## config.mk

```make
export PLATFORM = sky130hd
export DESIGN_NAME = hse_cell
export DESIGN_NICKNAME = d
export VERILOG_FILES = /design/src/rtl/assert_macros.svh /design/src/rtl/hse_pkg.sv /design/src/rtl/hse_cell.sv
export SDC_FILE = /design/constraint.sdc
export NUM_CORES = 1
export LEC_CHECK = 0
export BUFFER_PORTS_ARGS = -buffer_cell sky130_fd_sc_hd__clkbuf_2
export CAP_MARGIN = 40
export CORE_AREA = 2 2 82 84
export CTS_BUF_LIST = sky130_fd_sc_hd__clkbuf_8
export DETAILED_ROUTE_END_ITERATION = 7
export DIE_AREA = 0 0 84 86
export PLACE_DENSITY = 0.83
export SLEW_MARGIN = 20
export SYNTH_ARGS = -nofsm -noshare
export SYNTH_HDL_FRONTEND = slang
export SYNTH_SLANG_ARGS = --single-unit
```

## constraint.sdc

```tcl
create_clock -name clk_i -period 7.1 [get_ports clk_i]
set_input_delay 0.71 -clock clk_i [delete_from_list [all_inputs] [get_ports clk_i]]
set_output_delay 0.71 -clock clk_i [all_outputs]
set_load 0.03 [all_outputs]
```

## src/rtl/assert_macros.svh

```systemverilog
// Assertion macros used by the top-level RTL file of the sort engine.
`ifndef ASSERT_MACROS_SVH
`define ASSERT_MACROS_SVH
`ifndef ASSERT_OFF
// Check a property on every rising clock edge outside reset.
`define ASSERT_CLK(lbl, clk, rst_n, prop) \
  lbl: assert property (@(posedge clk) disable iff (!rst_n) (prop)) \
    else $error("assertion failed");
// Check that a condition never holds outside reset.
`define ASSERT_NEVER(lbl, clk, rst_n, cond) \
  lbl: assert property (@(posedge clk) disable iff (!rst_n) !(cond)) \
    else $error("forbidden condition seen");
`else
`define ASSERT_CLK(lbl, clk, rst_n, prop)
`define ASSERT_NEVER(lbl, clk, rst_n, cond)
`endif
`endif

```

## src/rtl/hse_pkg.sv

```systemverilog
// Package of the sort engine: widths, defaults and the cell link types.
package hse_pkg;

  localparam int unsigned DataW          = 32;
  localparam int unsigned MaxItemsDefault = 64;

  // Broadcast control from the top level to every cell
  typedef struct packed {
    logic             ins;
    logic             shift;
    logic [DataW-1:0] x;
  } hse_ctrl_t;

  // What a cell shows its neighbors
  typedef struct packed {
    logic             valid;
    logic             displace;
    logic [DataW-1:0] value;
  } hse_link_t;

endpackage

```

## src/rtl/hse_cell.sv

```systemverilog
// One cell of the sorted register chain: holds one word, inserts and shifts.
module hse_cell (
  input  logic              clk_i,
  input  logic              rst_ni,
  input  hse_pkg::hse_ctrl_t ctrl_i,
  input  hse_pkg::hse_link_t left_i,
  input  hse_pkg::hse_link_t right_i,
  output hse_pkg::hse_link_t link_o
);

  logic                      valid_q, valid_d;
  logic [hse_pkg::DataW-1:0] value_q, value_d;
  logic                      x_below;

  // Incoming word is smaller than the held one (the valid bit is not looked at here)
  assign x_below = $signed(ctrl_i.x) < $signed(value_q);

  // Pick next contents: shift toward the head, or take part in an insert
  always_comb begin
    valid_d = valid_q;
    value_d = value_q;
    if (ctrl_i.shift) begin
      valid_d = right_i.valid;
      value_d = right_i.value;
    end else if (ctrl_i.ins) begin
      if (left_i.displace) begin
        valid_d = 1'b1;
        value_d = left_i.value;
      end else if (left_i.valid && (!valid_q || x_below)) begin
        valid_d = 1'b1;
        value_d = ctrl_i.x;
      end
    end
  end

  always_ff @(posedge clk_i or negedge rst_ni) begin
    if (!rst_ni) begin
      valid_q <= 1'b0;
    end else begin
      valid_q <= valid_d;
    end
  end

  always_ff @(posedge clk_i) begin
    value_q <= value_d;
  end

  assign link_o.valid    = valid_q;
  assign link_o.displace = valid_q && x_below;
  assign link_o.value    = value_q;

endmodule

```

Yosys cells after proc, flatten, opt, wreduce, memory -nomap -nowiden
Index checks and enable logic that the tools add are counted.
{"block": "word_totals", "ff_bits": 33, "in_bits": 104, "out_inout_bits": 34, "word_cells": 18}
{"block": "classes", "order_cmp": 1, "muxes": 8, "reduce_logical": 7}
{"cell": "2-to-1 mux 32 bit", "n": 4}
{"cell": "< comparator 32 bit", "n": 1}
{"cell": "2-to-1 mux 1 bit", "n": 4}
{"cell": "nonzero test 3 bit", "n": 1}
{"cell": "logical AND 1 bit", "n": 2}
{"cell": "AND reduction 2 bit", "n": 1}
{"cell": "nonzero test 2 bit", "n": 1}
{"cell": "zero test 1 bit", "n": 1}
{"cell": "logical OR 1 bit", "n": 1}

Depth between registers and ports, before layout
{"block": "depth", "word_depth": 7, "ltp_mapped": 8, "depth_no_buf": 8}

Worst setup path after synthesis
Ideal clock, no wire load.
{"block": "synth_path", "path_type": "input to register", "start": "in ctrl_i[19] (netlist name)", "end": "reg value_q[0] (netlist name), enable pin", "setup_time_ps": 441, "arrival_time_ps": 3535, "t_required_ps": 6659, "path_slack_ps": 3124, "path_stages": 7, "n_path_buf": 0, "path_cell_list": "ha_1 a21oi_1 o21ai_0 a221oi_1 o21a_1 a41oi_2 a31oi_1"}
{"block": "synth_between", "elab_chain_cells": 5}
{"element": "start, declared", "line_no": "hse_cell.sv:5", "source": "input hse_pkg::hse_ctrl_t ctrl_i,"}
{"element": "< comparator 32 bit", "line_no": "hse_cell.sv:16", "source": "assign x_below = $signed(ctrl_i.x) < $signed(value_q);"}
{"element": "logical OR 1 bit", "line_no": "hse_cell.sv:29", "source": "end else if (left_i.valid && (!valid_q || x_below)) begin"}
{"element": "logical AND 1 bit", "line_no": "hse_cell.sv:29"}
{"element": "nonzero test 3 bit (no line)"}
{"element": "AND reduction 2 bit (no line)"}
{"element": "end signal, assigned", "line_no": "hse_cell.sv:45", "source": "value_q <= value_d;"}
{"element": "end, declared", "line_no": "hse_cell.sv:12", "source": "logic [hse_pkg::DataW-1:0] value_q, value_d;"}
No other way between the ends.
A chain may end at the register's enable or synchronous reset.

==> flow_summary_export.csv <==
group,metric,value,unit
global_routing,grt_pass1_vias,2338,
sta,skew,0.01024,ns
die,core_area,6277,um^2
critical_path,crit_path_cell_trace,"clkbuf_2 > ha_1 > nand4_2 > nor4_2 > nor3b_2 > o211ai_1 > a41oi_2 > nor2b_1 > clkbuf_2",
sta,fin_hold_ws,0.1957,ns
synth,synth_area_leader_cell,"edfxtp_1",
synth,avgSynthCellArea,9.586,um^2
critical_path,start_kind,"input pin",
synth,syn_area,2492,um^2
sta,setup_tns,0,ns
synth,synth-seq-cells,33,
clock_network,hold_buffers,0,
critical_path,r2r_cells,9,
synth,synthAdderAreaFrac,15.56,%
synth,yosys_warnings,0,
clock_network,cts_setup_buffers,0,
sta,fmax,291.2,MHz
critical_path,crit_path_max_fanout,4,
finish,num_antenna_cells,0,
critical_path,critPathKind,"input pin to primary output",
clock_network,cts.clk_slew.worst_paths,0.06,ns
critical_path,crit_top_cell,"clkbuf_2",
clock_network,cts_num_sinks,33,
drt,firstDrtPassIters,4,
drt,ant_nets,0,
place,dpl.hpwl,5093,um
synth,synth_cells,260,
finish,n_fill_cell,561,
sta,finalSetupViolations,0,
die,die_area,7224,um^2
critical_path,critPathRequiredTime,6.39,ns
drt,drc,0,
sta,drv_slew,0,
clock_network,clockBufferDepth,2,
place,io_buffers,136,
global_routing,grt.total_usage,17.63,%
synth,ys_types,32,
critical_path,r2r-start,"value_q[17]$_DFFE_PP_",
drt,via_count,2253,
clock_network,cts_resized,0,
finish,drive_gt1_share,38.23,%
clock_network,cts_made_buffers,5,
global_routing,grt_pass1_wl,10340,um
outcome,status,"finished clean",
pwr,ir_worst_vdd,0.09584,mV
drt,wirelength,6182,um
critical_path,critPathMaxStageDelay,0.34,ns
global_routing,grt_max_degree,69,
die,chipHeight,86,um
synth,synthDominantCellAreaShare,38.55,%
die,rows,29,
sta,tightest_slew,0.6772,ns
clock_network,insertion_delay,0.28,ns
sta,finalCriticalPeriod,3.434,ns
global_routing,grt_overflow,0,
pwr,p_leak,1.784,nW
finish,syn2layout_area_growth,36.45,%
finish,nets,529,
synth,synthXorXnorAreaFrac,0,%
drt,wl_per_cell,13.10,um
sta,slew_headroom,54.85,%
global_routing,antenna_found_initial,0,
pwr,power_density,188.4,nW/um^2
drt,drt_iter0_drc,63,
drt,via_per_inst,4.773,
synth,synth_compound_area_share,14.41,%
clock_network,htreeDepth,2,
critical_path,cp.arrival,2.72,ns
critical_path,regToRegSetupSlack,4.14,ns
critical_path,rr_endpoint,"value_q[13]$_DFFE_PP_",
synth,synth_area_leaders,"edfxtp_1 39%, ha_1 16%, mux2i_1 13%",
synth,synth_mux_area_share,12.85,%
sta,rsz0062_at_grt,"false",
sta,fin_crit_sh,48.37,%
critical_path,slowest_stage,"ha_1",
sta,hold_viol,0,
critical_path,critPathCaptureType,"primary output",
die,dieWidth,84,um
die,initial_core_util,39.70,%
place,globalplace.congestion,0.7849,
worst_hold_path,hold_class,"input pin to asynchronous set/reset pin",
synth,synth-seq-area-share,39.56,%
synth,yosys.area_share.simple,10.54,%
die,io_pins,138,
clock_network,cts_tree,"yes",
synth,synth_nets,395,
run,max-cap-violations,0,
synth,synth_top_family_by_area,"adder cells",
clock_network,cts-root-buf,"clkbuf_8",
worst max path at each step:
stage | start | endpoint | slack (ns) | cells past startpoint
floorplan | ctrl_i[19] | value_q[0]$_DFFE_PP_ | 3.12 | 7
global placement | ctrl_i[19] | value_q[18]$_DFFE_PP_ | 3.56 | 8
detailed placement | ctrl_i[31] | link_o[32] | 3.61 | 9
CTS | ctrl_i[31] | link_o[32] | 3.60 | 9
global route | ctrl_i[31] | link_o[32] | 3.48 | 9
finish | ctrl_i[31] | link_o[32] | 3.67 | 9
logic make-up (layout without fill, tap and decap cells):
| family | Yosys count | after routing |
|---|---|---|
| mux | 32 | 32 |
| flops | 33 | 33 |
| fa+ha+maj | 31 | 31 |
| compound gates | 61 | 61 |
| simple gates | 58 | 58 |
| buf+inv | 45 | 180 |
routing by layer:
metal	track usage, %	vias up	share of wire, %
met1	21.59	970	43
met4	4.106	0	0.47
met2	31.27	86	50
li1	-	1193	-
met3	4.524	4	6.5
met5	0	-	0
layout by cell type, fill, tap and decap left out, types with 2 or more instances in the layout:
master,Yosys,routed
a21oi_1,12,12
buf_16,0,2
clkbuf_2,0,136
clkbuf_8,0,5
edfxtp_1,32,32
ha_1,31,31
inv_1,33,34
mux2i_1,32,32
nand2_1,40,40
nand3_1,2,2
nand4_1,3,3
nor2_1,6,6
nor2b_1,2,2
o211ai_1,2,2
o21a_1,2,2
o21ai_0,35,35
sequential cells by signal (all words and copies together), names as in the netlist:
name     flops
valid_q      1
value_q     32
synth_stat cells:
master,number
a2111oi_1,1
nor2b_1,2
nand4_1,3
nor4_2,1
nor2_1,6
o21ai_0,35
o31ai_1,1
o21a_1,2
inv_1,33
clkbuf_1,8
o21bai_1,1
a221oi_1,1
a2111oi_2,1
nand2_1,40
buf_2,3
buf_4,1
o211ai_1,2
a41oi_2,1
a21boi_0,1
a21o_1,1
nand2b_1,1
nand4_2,1
dfrtp_1,1
ha_1,31
nor3_1,1
nand3_1,2
a211oi_1,1
mux2i_1,32
nor3b_2,1
a31oi_1,1
a21oi_1,12
edfxtp_1,32
where the power goes:
part / switching [mW] / total, mW / internal, mW / leakage (nW)
logic: 0.131 / 0.215 / 0.0836 / 1.39
clock network: 0.0693 / 0.172 / 0.102 / 0.0570
registers: 0.0115 / 0.254 / 0.243 / 0.335
total: 0.212 / 0.641 / 0.428 / 1.78
layout make-up:
class	count	area, um^2	area share (%)
clock inverter	3	37.54	1.104
tap	77	96.34	2.833
clock buffer	5	68.82	2.024
sequential	33	985.9	28.99
timing repair buffer	139	743.2	21.85
multi-input combinational	182	1345	39.55
inverter	33	123.9	3.642
critical path, delay by kind of cell:
| kind | cells | cell delay (ns) |
|---|---|---|
| AO/OA/AOI/OAI | 2 | 0.48 |
| buffers and inverters | 2 | 0.30 |
| AND/OR/NAND/NOR | 4 | 0.89 |
| adder cells (fa/ha/maj) | 1 | 0.34 |
metrics by stage:
step / cell area (um^2) / worst slack (ns) / power, mW / cells / util, %
after floorplan: 2492 / 3.124 / 0.3929 / 260 / -
after global placement: 3239 / 3.556 / 0.4621 / 462 / 51.60
after detailed placement: 3294 / 3.607 / 0.4742 / 464 / 52.48
after CTS: 3401 / 3.597 / 0.6487 / 472 / 54.18
after global routing: 3401 / 3.483 / 0.6828 / 472 / 54.18
final: 3401 / 3.666 / 0.6405 / 472 / 54.18
(Power assumes the default switching activity.)
